--- src/hw/rtl/assert_macros.svh ---
// ----------------------------------------------------------------------------
// Assertion macros
// Shared concurrent assertion forms, clocked on clk and disabled in reset.
// ----------------------------------------------------------------------------
`ifndef ASSERT_MACROS_SVH
`define ASSERT_MACROS_SVH

// A condition that must hold at every clock edge.
`define ASSERT_ALWAYS(lbl, cond, msg) \
  lbl: assert property (@(posedge clk) disable iff (rst) (cond)) else $error(msg);

// A condition that must hold in the same cycle as its trigger.
`define ASSERT_IMPL(lbl, trig, cond, msg) \
  lbl: assert property (@(posedge clk) disable iff (rst) (trig) |-> (cond)) else $error(msg);

// A condition that must hold in the cycle after its trigger.
`define ASSERT_NEXT(lbl, trig, cond, msg) \
  lbl: assert property (@(posedge clk) disable iff (rst) (trig) |=> (cond)) else $error(msg);

`endif

--- src/hw/rtl/itp_pkg.sv ---
// ----------------------------------------------------------------------------
// itp_pkg
// Types, character codes and helper functions of the infix-to-postfix block.
// ----------------------------------------------------------------------------
package itp_pkg;

  localparam int STACK_DEPTH_DEF = 16;

  // ASCII characters that the converter recognises.
  localparam logic [7:0] CH_CARET = 8'h5E;
  localparam logic [7:0] CH_STAR  = 8'h2A;
  localparam logic [7:0] CH_SLASH = 8'h2F;
  localparam logic [7:0] CH_PLUS  = 8'h2B;
  localparam logic [7:0] CH_MINUS = 8'h2D;
  localparam logic [7:0] CH_OPEN  = 8'h28;
  localparam logic [7:0] CH_CLOSE = 8'h29;

  // Codes held on the operator stack.
  typedef logic [2:0] code_t;
  localparam code_t CODE_PAREN = 3'd0;
  localparam code_t CODE_CARET = 3'd1;
  localparam code_t CODE_STAR  = 3'd2;
  localparam code_t CODE_SLASH = 3'd3;
  localparam code_t CODE_PLUS  = 3'd4;
  localparam code_t CODE_MINUS = 3'd5;

  typedef enum logic [1:0] {
    KIND_OPERAND,
    KIND_OPEN,
    KIND_CLOSE,
    KIND_OP
  } kind_t;

  typedef struct packed {
    kind_t kind;
    code_t code;
  } sym_class_t;

  // Commands from the controller to the datapath.
  typedef struct packed {
    logic latch;      // capture the incoming transaction
    logic rd_top;     // read the current top of stack
    logic set_flush;  // enter the final flush phase
    logic pop;        // emit the top operator and pop it
    logic post;       // push, close or pass the operand through
    logic end_emit;   // emit the end-of-expression result
    logic err_emit;   // emit the error status result
    logic retire;     // hand the held result on as the last one
  } itp_cmd_t;

  // Status from the datapath to the controller.
  typedef struct packed {
    logic pop_cond;
    logic slot_ok;
    logic out_free;
    logic hold_valid;
    logic flush;
    logic fin;
    logic operand;
    logic err;
  } itp_stat_t;

  function automatic sym_class_t classify(input logic [7:0] ch);
    sym_class_t c;
    c.kind = KIND_OPERAND;
    c.code = CODE_PAREN;
    case (ch)
      CH_CARET: begin c.kind = KIND_OP; c.code = CODE_CARET; end
      CH_STAR:  begin c.kind = KIND_OP; c.code = CODE_STAR;  end
      CH_SLASH: begin c.kind = KIND_OP; c.code = CODE_SLASH; end
      CH_PLUS:  begin c.kind = KIND_OP; c.code = CODE_PLUS;  end
      CH_MINUS: begin c.kind = KIND_OP; c.code = CODE_MINUS; end
      CH_OPEN:  c.kind = KIND_OPEN;
      CH_CLOSE: c.kind = KIND_CLOSE;
      default:  c.kind = KIND_OPERAND;
    endcase
    return c;
  endfunction

  // A lower rank binds tighter.
  function automatic logic [2:0] op_rank(input code_t code);
    logic [2:0] r;
    case (code)
      CODE_CARET: r = 3'd2;
      CODE_STAR:  r = 3'd3;
      CODE_SLASH: r = 3'd3;
      CODE_PLUS:  r = 3'd4;
      CODE_MINUS: r = 3'd4;
      default:    r = 3'd0;
    endcase
    return r;
  endfunction

  function automatic logic [7:0] code_char(input code_t code);
    logic [7:0] ch;
    case (code)
      CODE_CARET: ch = CH_CARET;
      CODE_STAR:  ch = CH_STAR;
      CODE_SLASH: ch = CH_SLASH;
      CODE_PLUS:  ch = CH_PLUS;
      CODE_MINUS: ch = CH_MINUS;
      default:    ch = CH_OPEN;
    endcase
    return ch;
  endfunction

endpackage

--- src/hw/rtl/infix_to_postfix_converter.sv ---
// ----------------------------------------------------------------------------
// infix_to_postfix_converter
// Shunting-yard converter: infix characters in, postfix characters out.
// ----------------------------------------------------------------------------
//
//   Channel  Direction  Handshake            Payload
//   input    in         in_valid / in_stall  symbol, final_symbol
//   output   out        out_valid / out_stall
//                                            out_symbol, symbol_valid, run_end,
//                                            expression_end, error
//
// An operand or an open parenthesis is latched, posted and retired; an operator
// or a close parenthesis first pops the operators that it must emit. A final
// character adds a flush of every operator left and then the end result. Pops
// run one a cycle while the output has room, paced by the single read port of
// the operator stack memory. Reset is synchronous and leaves the stack holding
// only its sentinel; the memory needs no clearing pass. Output stalls hold it all.
//
// Each input transaction is taken only when the sequencer is idle. Results
// are passed through a one-entry holding register so that the last result of
// a run can be marked with run_end once the run is known to be over; the
// output register behind it lets the next result be built while the previous
// one waits to be taken.
//
module infix_to_postfix_converter #(
  parameter int STACK_DEPTH = itp_pkg::STACK_DEPTH_DEF
) (
  input  logic       clk,
  input  logic       rst,
  input  logic       in_valid,
  output logic       in_stall,
  input  logic [7:0] symbol,
  input  logic       final_symbol,
  output logic       out_valid,
  input  logic       out_stall,
  output logic [7:0] out_symbol,
  output logic       symbol_valid,
  output logic       run_end,
  output logic       expression_end,
  output logic       error
);
  import itp_pkg::*;

  // Commands and status between the sequencer and the datapath.
  itp_cmd_t  cmd;
  itp_stat_t stat;

  // The sequencer walks each transaction through read, pop, post, flush, end or
  // error, and retire steps.
  itp_ctrl u_ctrl (
    .clk      (clk),
    .rst      (rst),
    .in_valid (in_valid),
    .in_stall (in_stall),
    .stat     (stat),
    .cmd      (cmd)
  );

  // The datapath owns the stack memory, the count and the result registers.
  itp_dpath #(
    .STACK_DEPTH (STACK_DEPTH)
  ) u_dpath (
    .clk            (clk),
    .rst            (rst),
    .symbol         (symbol),
    .final_symbol   (final_symbol),
    .cmd            (cmd),
    .stat           (stat),
    .out_valid      (out_valid),
    .out_stall      (out_stall),
    .out_symbol     (out_symbol),
    .symbol_valid   (symbol_valid),
    .run_end        (run_end),
    .expression_end (expression_end),
    .error          (error)
  );

endmodule

--- src/hw/rtl/itp_ctrl.sv ---
// ----------------------------------------------------------------------------
// itp_ctrl
// Sequencer that steps the datapath through one input transaction.
// ----------------------------------------------------------------------------
module itp_ctrl (
  input  logic               clk,
  input  logic               rst,
  input  logic               in_valid,
  output logic               in_stall,
  input  itp_pkg::itp_stat_t stat,
  output itp_pkg::itp_cmd_t  cmd
);
  import itp_pkg::*;

  typedef enum logic [2:0] {
    S_IDLE,
    S_POP,
    S_REREAD,
    S_END,
    S_ERR,
    S_DONE
  } state_t;

  state_t state;
  state_t state_next;

  always_ff @(posedge clk) begin
    if (rst) begin
      state <= S_IDLE;
    end else begin
      state <= state_next;
    end
  end

  assign in_stall = (state != S_IDLE);

  always_comb begin
    cmd        = '0;
    state_next = state;
    case (state)
      S_IDLE: begin
        if (in_valid) begin
          cmd.latch  = 1'b1;
          cmd.rd_top = 1'b1;
          state_next = S_POP;
        end
      end
      S_POP: begin
        if (stat.pop_cond) begin
          cmd.pop = stat.slot_ok;
        end else if (stat.flush) begin
          state_next = S_END;
        end else if (!stat.operand || stat.slot_ok) begin
          cmd.post   = 1'b1;
          state_next = stat.fin ? S_REREAD : S_ERR;
        end
      end
      S_REREAD: begin
        cmd.rd_top    = 1'b1;
        cmd.set_flush = 1'b1;
        state_next    = S_POP;
      end
      S_END: begin
        if (stat.slot_ok) begin
          cmd.end_emit = 1'b1;
          state_next   = S_DONE;
        end
      end
      S_ERR: begin
        if (!stat.err) begin
          state_next = S_DONE;
        end else if (stat.slot_ok) begin
          cmd.err_emit = 1'b1;
          state_next   = S_DONE;
        end
      end
      S_DONE: begin
        if (!stat.hold_valid) begin
          state_next = S_IDLE;
        end else if (stat.out_free) begin
          cmd.retire = 1'b1;
          state_next = S_IDLE;
        end
      end
      default: begin
        state_next = S_IDLE;
      end
    endcase
  end

endmodule

--- src/hw/rtl/itp_dpath.sv ---
// ----------------------------------------------------------------------------
// itp_dpath
// Operator stack memory, stack count, held result and output register.
// ----------------------------------------------------------------------------
`include "assert_macros.svh"

module itp_dpath #(
  parameter int STACK_DEPTH = itp_pkg::STACK_DEPTH_DEF
) (
  input  logic               clk,
  input  logic               rst,
  input  logic [7:0]         symbol,
  input  logic               final_symbol,
  input  itp_pkg::itp_cmd_t  cmd,
  output itp_pkg::itp_stat_t stat,
  output logic               out_valid,
  input  logic               out_stall,
  output logic [7:0]         out_symbol,
  output logic               symbol_valid,
  output logic               run_end,
  output logic               expression_end,
  output logic               error
);
  import itp_pkg::*;

  localparam int CW = $clog2(STACK_DEPTH + 1);
  localparam int IW = (STACK_DEPTH > 2) ? $clog2(STACK_DEPTH) : 1;

  // Latched transaction.
  logic [7:0] sym;
  logic       fin;
  kind_t      kind;
  code_t      code;
  sym_class_t cls;

  // Stack control.
  logic [CW-1:0] count;
  logic          err;
  logic          flush;

  // Stack memory with a registered read port.
  code_t         mem [STACK_DEPTH];
  code_t         rd_data;
  logic          rd_en;
  logic [IW-1:0] rd_addr;
  logic          wr_en;

  // Held result, waiting to learn whether it is the last of its run.
  logic [7:0] h_sym;
  logic       h_valid;
  logic       h_eoe;
  logic       h_err;
  logic       hold_valid;

  logic [CW-1:0] cnt_m1;
  logic [CW-1:0] cnt_m2;
  logic [CW-1:0] cnt_p1;
  logic          above1;
  logic          above2;
  logic          full;
  logic          out_free;
  logic          slot_ok;
  logic          pop_cond;
  logic          push;
  logic          bad;
  logic          emit;
  logic [7:0]    e_sym;
  logic          e_valid;
  logic          e_eoe;
  logic          e_err;

  assign cls    = classify(symbol);
  assign cnt_m1 = count - CW'(1);
  assign cnt_m2 = count - CW'(2);
  assign cnt_p1 = count + CW'(1);
  assign above1 = count > CW'(1);
  assign above2 = count > CW'(2);
  assign full   = count == CW'(STACK_DEPTH);

  assign out_free = !out_valid || !out_stall;
  assign slot_ok  = !hold_valid || out_free;

  assign pop_cond = above1 && (rd_data != CODE_PAREN) &&
                    ((kind == KIND_CLOSE) || flush ||
                     ((kind == KIND_OP) && (op_rank(rd_data) <= op_rank(code))));

  assign push  = cmd.post && ((kind == KIND_OP) || (kind == KIND_OPEN));
  assign wr_en = push && !full;
  // Overflow on a push, or a close that finds only the sentinel.
  assign bad   = (push && full) || (cmd.post && (kind == KIND_CLOSE) && !above1);

  always_comb begin
    rd_en   = 1'b0;
    rd_addr = cnt_m1[IW-1:0];
    if (cmd.rd_top) begin
      rd_en = above1;
    end else if (cmd.pop) begin
      rd_en   = above2;
      rd_addr = cnt_m2[IW-1:0];
    end
  end

  always_comb begin
    emit    = 1'b0;
    e_sym   = 8'd0;
    e_valid = 1'b0;
    e_eoe   = 1'b0;
    e_err   = 1'b0;
    if (cmd.pop) begin
      emit    = 1'b1;
      e_sym   = code_char(rd_data);
      e_valid = 1'b1;
    end else if (cmd.post && (kind == KIND_OPERAND)) begin
      emit    = 1'b1;
      e_sym   = sym;
      e_valid = 1'b1;
    end else if (cmd.end_emit) begin
      emit  = 1'b1;
      e_eoe = 1'b1;
      e_err = err || above1;
    end else if (cmd.err_emit) begin
      emit  = 1'b1;
      e_err = 1'b1;
    end
  end

  always_ff @(posedge clk) begin
    if (wr_en) begin
      mem[count[IW-1:0]] <= code;
    end
    if (rd_en) begin
      rd_data <= mem[rd_addr];
    end
  end

  always_ff @(posedge clk) begin
    if (cmd.latch) begin
      sym  <= symbol;
      fin  <= final_symbol;
      kind <= cls.kind;
      code <= cls.code;
    end
  end

  always_ff @(posedge clk) begin
    if (rst) begin
      count <= CW'(1);
      err   <= 1'b0;
      flush <= 1'b0;
    end else begin
      if (cmd.latch) begin
        err   <= 1'b0;
        flush <= 1'b0;
      end
      if (cmd.set_flush) begin
        flush <= 1'b1;
      end
      if (cmd.pop) begin
        count <= cnt_m1;
      end
      if (cmd.post) begin
        if (bad) begin
          err   <= 1'b1;
          count <= CW'(1);
        end else if (push) begin
          count <= cnt_p1;
        end else if (kind == KIND_CLOSE) begin
          count <= cnt_m1;
        end
      end
      if (cmd.end_emit) begin
        count <= CW'(1);
      end
    end
  end

  always_ff @(posedge clk) begin
    if (rst) begin
      out_valid  <= 1'b0;
      hold_valid <= 1'b0;
    end else begin
      if (out_valid && !out_stall) begin
        out_valid <= 1'b0;
      end
      if (emit) begin
        if (hold_valid) begin
          out_valid <= 1'b1;
        end
        hold_valid <= 1'b1;
      end
      if (cmd.retire) begin
        out_valid  <= 1'b1;
        hold_valid <= 1'b0;
      end
    end
  end

  always_ff @(posedge clk) begin
    if ((emit && hold_valid) || cmd.retire) begin
      out_symbol     <= h_sym;
      symbol_valid   <= h_valid;
      expression_end <= h_eoe;
      error          <= h_err;
      run_end        <= cmd.retire;
    end
    if (emit) begin
      h_sym   <= e_sym;
      h_valid <= e_valid;
      h_eoe   <= e_eoe;
      h_err   <= e_err;
    end
  end

  assign stat.pop_cond   = pop_cond;
  assign stat.slot_ok    = slot_ok;
  assign stat.out_free   = out_free;
  assign stat.hold_valid = hold_valid;
  assign stat.flush      = flush;
  assign stat.fin        = fin;
  assign stat.operand    = (kind == KIND_OPERAND);
  assign stat.err        = err;

  `ASSERT_ALWAYS(a_count_range, (count >= CW'(1)) && (count <= CW'(STACK_DEPTH)), "stack count out of range")
  `ASSERT_IMPL(a_emit_slot, emit, slot_ok, "result produced with no room to hold it")
  `ASSERT_NEXT(a_end_clears, cmd.end_emit, count == CW'(1), "stack not cleared after expression end")

endmodule

--- config.mk ---
export PLATFORM = sky130hd
export DESIGN_NAME = infix_to_postfix_converter
export DESIGN_NICKNAME = d
export VERILOG_FILES = /design/src/hw/rtl/itp_pkg.sv /design/src/hw/rtl/infix_to_postfix_converter.sv /design/src/hw/rtl/itp_ctrl.sv /design/src/hw/rtl/itp_dpath.sv
export VERILOG_INCLUDE_DIRS = /design/src /design/src/hw/rtl
export SDC_FILE = /design/constraint.sdc
export NUM_CORES = 1
export LEC_CHECK = 0
export ABC_AREA = 1
export BUFFER_PORTS_ARGS = -buffer_cell sky130_fd_sc_hd__buf_4
export CAP_MARGIN = 30
export CORE_MARGIN = 2
export CORE_UTILIZATION = 55
export DETAILED_ROUTE_END_ITERATION = 7
export GPL_ROUTABILITY_DRIVEN = 0
export PLACE_DENSITY = 0.76
export SYNTH_ARGS = -nofsm -noshare
export SYNTH_HDL_FRONTEND = slang
export SYNTH_SLANG_ARGS = --single-unit
--- constraint.sdc ---
create_clock -name clk -period 2.9 [get_ports clk]
set_input_delay 0.29 -clock clk [delete_from_list [all_inputs] [get_ports clk]]
set_output_delay 0.29 -clock clk [all_outputs]
set_load 0.02 [all_outputs]
* Word-level counts from Yosys, hierarchy flattened
Memory sizes are Yosys's and may differ from the RTL's. A register that Yosys moved wholly into a read port is not among the register bits.
Index checks and enable logic that the tools add are counted.
** Storage, ports and cells
- Output and inout port bits :: 14
- Input bits :: 13
- RAM bits :: 48
- Bits in latches :: 0
- Logic and storage cells :: 156
- Register bits :: 49
- Memories :: 1
- Memory bits (read-only) :: 0
** Memories
- u_dpath.mem :: depth 16, width 3, read ports 1, clocked after memory_dff 1, write ports 1, line itp_dpath.sv:42 : code_t mem [STACK_DEPTH];
** Cells by class
- Multiply operators :: 0
- $add $sub $neg :: 3
- Order comparisons :: 3
- Equal/unequal tests :: 30
- Multiplexer cells :: 60
- Divide/modulo/power cells :: 0
- Reduce and logical (&&, ||, !) cells :: 40
- Shifts and indexed selects :: 0
- Bitwise gates (word level) :: 0
** Operators by type and width (count)
- $eq 8x6->1 const B :: 6
- $pmux 7 s5 :: 1
- $mux 1 :: 33
- $mux 3 :: 9
- $mux 5 :: 5
- $eq 3x2->1 const B :: 6
- $eq 3x3->1 const B :: 6
- $pmux 3 s3 :: 2
- $pmux 3 s6 :: 1
- $mux 8 :: 2
- $pmux 3 s5 :: 1
- $reduce_or 2->1 :: 7
- $logic_and 1x1->1 :: 11
- $eq 3x1->1 const B :: 3
- $logic_or 1x1->1 :: 9
- $eq 8x7->1 const B :: 1
- $mux 4 :: 2
- $logic_not 1->1 :: 6
- $pmux 2 s3 :: 1
- $reduce_bool 3->1 :: 2
- $add 5x1->5 const B :: 1
- $eq 5x5->1 const B :: 1
- $gt 5x1->1 const B :: 1
- $gt 5x2->1 const B :: 1
- 15 further kinds :: 18

* Depth between registers and ports, before layout
- Depth in word-level cells :: 14
- Depth in mapped cells :: 20
- Mapped depth without buffers :: 20

* Cells and area by module
A second synthesis with hierarchy kept.
** Unflattened totals
- Cells, all modules :: 570
- Area, all modules :: 5162.5 µm²
** Modules (own cells, without submodules)
- itp_dpath :: cells each 515, area an instance 4833.4 µm², instances 1, sequential area each 2822.7 µm²
- itp_ctrl :: cells each 55, area an instance 329.1 µm², instances 1, sequential area each 60.1 µm²

* Least setup slack after synthesis
Ideal clock, no wire load.
- Kind :: reg2reg
- Start point :: register u_dpath.code[2]
- End point :: register u_dpath.error, enable pin
- Stages on the path, launching flop included :: 16
- Clock period less this slack :: 2891 ps
- Setup slack :: 9 ps
- Library setup time :: 350 ps
- Data required time :: 2550 ps
- Data arrival time :: 2540 ps
- Buffers on the path :: 1
- Path through :: edfxtp_1 > o21bai_1 > ha_1 > nand3_1 > nand2_1 > inv_1 > nand2_1 > nand2_1 > nor2_4 > nand3_4 > buf_6 > nand2_1 > inv_1 > nand2_1 > nand2_1 > nand2_1
** Between the ends
- Word-level cells in the longest chain between the ends :: 14
- Elaborated cells between the ends (all ways) :: 20
- Those cells by class :: order compare (1); eq/ne (5); mux (6); reduce/logical (8)
** RTL lines
- from (decl) :: line itp_dpath.sv:33 : code_t code;
- from (signal assigned) :: line itp_dpath.sv:141 : code <= cls.code;
- $eq 3x3->1 or $eq 3x2->1 (tied branches) :: line itp_pkg.sv:83 : case (code)
- $reduce_or 2->1 (no source line)
- $pmux 3 s3 * :: line itp_pkg.sv:83
- $le 3x3->1 * :: line itp_dpath.sv:85 : ((kind == KIND_OP) && (op_rank(rd_data) <= op_rank(code))));
- $logic_and 1x1->1 * :: line itp_dpath.sv:85
- $logic_or 1x1->1 * :: line itp_dpath.sv:84 : ((kind == KIND_CLOSE) || flush ||
- $logic_and 1x1->1 * :: line itp_dpath.sv:83 : assign pop_cond = above1 && (rd_data != CODE_PAREN) &&
- $mux 1 :: line itp_ctrl.sv:49 : if (stat.pop_cond) begin
- $mux 2 * :: line itp_ctrl.sv:40 : case (state)
- $logic_and 1x1->1 :: line itp_dpath.sv:113 : end else if (cmd.post && (kind == KIND_OPERAND)) begin
- $mux 1 :: line itp_dpath.sv:113
- $mux 1 * :: line itp_dpath.sv:109 : if (cmd.pop) begin
- $logic_and 1x1->1 * :: line itp_dpath.sv:199 : if ((emit && hold_valid) || cmd.retire) begin
- $logic_or 1x1->1 * :: line itp_dpath.sv:199
- to (signal assigned) :: line itp_dpath.sv:203 : error <= h_err;
- to (decl) :: line itp_dpath.sv:22 : output logic error
Every way passes the cells marked *; elsewhere a longest branch is shown, timed or not.
A chain may end at the register's enable or synchronous reset.

* Final worst setup path
- Start point :: register u_dpath.rd_data[1], read port of u_dpath.mem
- End point :: memory u_dpath.mem[11][1] (netlist name), enable pin
** Between the ends
- Word-level cells in the longest chain between the ends :: 13
- Elaborated cells between the ends (all ways) :: 20
- Those cells by class :: order compare (1); eq/ne (5); mux (5); reduce/logical (9)
** RTL lines
- from (decl) :: line itp_dpath.sv:43 : code_t rd_data;
- $eq 3x3->1 or $eq 3x2->1 (tied branches) :: line itp_pkg.sv:83
- $reduce_or 2->1 (no source line)
- $pmux 3 s3 :: line itp_pkg.sv:83
- $le 3x3->1 :: line itp_dpath.sv:85
- $logic_and 1x1->1 :: line itp_dpath.sv:85
- $logic_or 1x1->1 :: line itp_dpath.sv:84
- $logic_and 1x1->1 * :: line itp_dpath.sv:83
- $mux 1 * :: line itp_ctrl.sv:49
- $mux 2 * :: line itp_ctrl.sv:40
- $logic_and 1x1->1 * :: line itp_dpath.sv:87 : assign push = cmd.post && ((kind == KIND_OP) || (kind == KIND_OPEN));
- $logic_and 1x1->1 * :: line itp_dpath.sv:88 : assign wr_en = push && !full;
- $mux 1 * :: line itp_dpath.sv:128 : if (wr_en) begin
- $mux 1 (implied by the code) * :: line itp_dpath.sv:129 : mem[count[IW-1:0]] <= code;
- to (decl) :: line itp_dpath.sv:42
Marks and branches as above.

==> results.py <==
metrics = {
    "status": {
        "status": "finished clean",
    },
    "finish": {
        "num_antenna_cells": 0,
        "final_nets": 583,
        "area_growth_pct": 12.6,
        "layout-drive-gt1-share": 0.172,
        "layout.area.seq_sq_um": 2880,
        "multi_input_area_sq_um": 1710,
        "fillers": 661,
    },
    "routing": {
        "viasPerCell": 5.52,
        "drc": 0,
        "wl_per_cell_um": 15.2,
        "antenna_left": 0,
        "firstDrtPassIters": 5,
        "dr_total_vias": 3710,
        "wl_um": 10200,
        "drt-initial-drc-count": 329,
    },
    "placement": {
        "place_hpwl_um": 7510,
        "numPortBuffers": 26,
    },
    "synth": {
        "ys_top_cells_by_count": "nand2_1, inv_1, edfxtp_1",
        "postSynthCellCount": 515,
        "synth_nets": 539,
        "synth_top_area_share": 0.535,
        "synth_area_leaders": "edfxtp_1, nand2_1, inv_1, nand3_1, dfxtp_1",
        "synth-edff-count": 88,
        "async_flop_share": 0,
        "synth_area_sq_um": 4940,
        "synth_area_leader_cell": "edfxtp_1",
        "synth_most_common_cell": "nand2_1",
        "yosys_warnings": 0,
        "synth.yosys.seq_area_share": 0.583,
        "ys_types": 40,
        "syn-mean-instance-area_sq_um": 9.60,
        "synth-seq-cells": 100,
        "synthFlopType": "edfxtp_1",
    },
    "worst_setup_path": {
        "required_ps": 2970,
        "cp_max_fo": 6,
        "crit_chain": "nor3_1, inv_1, nand2_1, ha_1, nand3_1, nand2_1, inv_1, nand2_1, nand3_1, nand2_1, nor2_4, nand2_1, nor2_2, nand2_1, nor2_1",
        "critPathCaptureType": "register",
        "cp_slowest_stage_delay_ps": 450,
        "startpoint_type": "register",
        "worstPathArrival_ps": 2790,
        "slowest_stage": "edfxtp_1",
        "crit_type": "reg -> reg",
        "crit_top_cell": "nand2_1",
    },
    "run": {
        "max_cap_viol_count": 0,
    },
    "timing": {
        "relSlewSlack": 0.664,
        "fin_crit_ps": 2720,
        "rsz0062_at_grt": "true",
        "fin_skew_ps": 9.97,
        "hold_violations": 0,
        "whs_ps": 86.1,
        "setup_viol": 0,
        "finalCritPeriodShare": 0.939,
        "max_freq_mhz": 367,
        "maxSlewViolCount": 0,
        "worst_slew_pin_slew_ps": 499,
    },
    "clock_tree": {
        "clk_latency_ps": 370,
        "clock_path_buffers": 2,
        "cts_hold_buf": 0,
        "path_clk_slew_ps": 90,
        "root_buffer": "clkbuf_8",
        "cts-htree-levels": 3,
        "cts_inserted_buffers": 9,
        "cts_tree": "yes",
        "cts_num_sinks": 100,
    },
    "floorplanning": {
        "die_w_um": 98.8,
        "dieArea_sq_um": 9760,
        "ios": 27,
        "core_sq_um": 8720,
        "start_util": 0.567,
        "rows": 34,
        "die_y_um": 98.8,
    },
    "worst_hold_path": {
        "hold_path_class": "in -> reg",
    },
    "grt": {
        "grt_pass1_vias": 3347,
        "grt_max_degree": 19,
        "grt_pass1_wl_um": 16400,
        "grt-ovfl-total": 0,
        "antenna_found_initial": 0,
        "grt_usage": 0.215,
    },
    "power_and_ir_drop": {
        "p_leak_nw": 2.38,
        "total_power_mw": 5.31,
        "ir_worst_vdd_v": 0.000586,
        "power_density_nw_per_um2": 954,
    },
}
==> flip-flops by register name (all words and copies together), names as in the netlist, 2 cells and up <==
| signal | flops |
|---|---|
| u_dpath.code | 3 |
| u_dpath.rd_data | 3 |
| u_dpath.h_sym | 8 |
| u_dpath.count | 5 |
| u_dpath.kind | 2 |
| u_dpath.out_symbol | 8 |
| u_ctrl.state | 3 |
| u_dpath.mem | 48 |
| u_dpath.sym | 8 |
==> through the flow <==
step	setup TNS, ps	instance area, sq um	worst slack, ps	instances	utilization
2_1_floorplan	0	4940	9.48	515	-
3_3_place_gp	0	5300	156	654	0.608
3_5_place_dp	0	5300	127	654	0.608
4_1_cts	0	5480	112	670	0.629
6_report	0	5570	178	672	0.638
5_1_grt	-377	5570	-61.2	672	0.638
==> critical path, delay by kind of cell (launching register included) <==
kind                     cells  cell delay, ps
adder cells (fa/ha/maj)      1             250
buffers and inverters        2             120
flip-flops                   1             450
AND/OR/NAND/NOR             12            1590
==> worst paths after layout <==
kind | slack [ps] | cells after the start | from | endpoint
setup / recovery | 180 | 15 | u_dpath.rd_data[1] | u_dpath.mem[11][1]
hold / removal | 90 | 1 | final_symbol | u_dpath.fin
setup reg to reg | 180 | 15 | u_dpath.rd_data[1] | u_dpath.mem[11][1]
hold reg to reg | 430 | 0 | u_dpath.h_sym[5] | u_dpath.out_symbol[5]
==> cells by family (layout without fill, tap and decap cells) <==
family | count (synthesis) | count (layout) | synth area share
buf+inv | 103 | 151 | 0.0863
compound gates | 45 | 45 | 0.0549
fa+ha+maj | 11 | 11 | 0.0278
simple gates | 250 | 251 | 0.237
xor+xnor | 6 | 6 | 0.0106
flops | 100 | 100 | 0.583
==> area by class of cell <==
class                           instances  area share
Multi-Input combinational cell        313       0.306
Timing Repair Buffer                   40      0.0539
Clock inverter                          6     0.00832
Sequential cell                       100       0.518
Tap cell                              108      0.0243
Clock buffer                           10      0.0247
Inverter                               95      0.0645
==> placed cells by master, fill, tap and decap left out, drive strengths merged <==
master,synthesis,routed
nand3b,9,9
nand3,62,63
a21oi,10,10
a22oi,2,2
ha,11,11
nor3b,1,1
o211ai,3,3
xnor2,3,3
xor2,3,3
nor2,47,47
or2,1,1
nand4,4,4
edfxtp,88,88
nand2,115,115
clkinv,0,2
inv,95,97
a32o,1,1
nor3,10,10
clkbuf,0,10
o21bai,1,1
buf,8,40
o221ai,2,2
clkinvlp,0,2
a31oi,1,1
o21ai,21,21
o22ai,3,3
nor4,1,1
dfxtp,12,12
o31ai,1,1
==> repair_timing <==
item | 4_1_cts | 5_1_grt
resized for setup | 0 | 21
buffers inserted | 0 | 1
endpoints found under the setup margin | 0 | 63
==> power breakdown <==
part / switching [mW] / internal, mW / total, mW
sequential: 0.149 / 1.89 / 2.04
clock: 0.482 / 0.341 / 0.823
combinational: 1.64 / 0.815 / 2.45
==> metal layers <==
layer,GRT usage,up-vias,part of all wire
li1,-,1792,-
met3,0.0504,10,0.081
met1,0.322,1731,0.46
met2,0.315,177,0.45
met5,0,-,0
met4,0.0674,0,0.011
(Power assumes the default switching activity.)
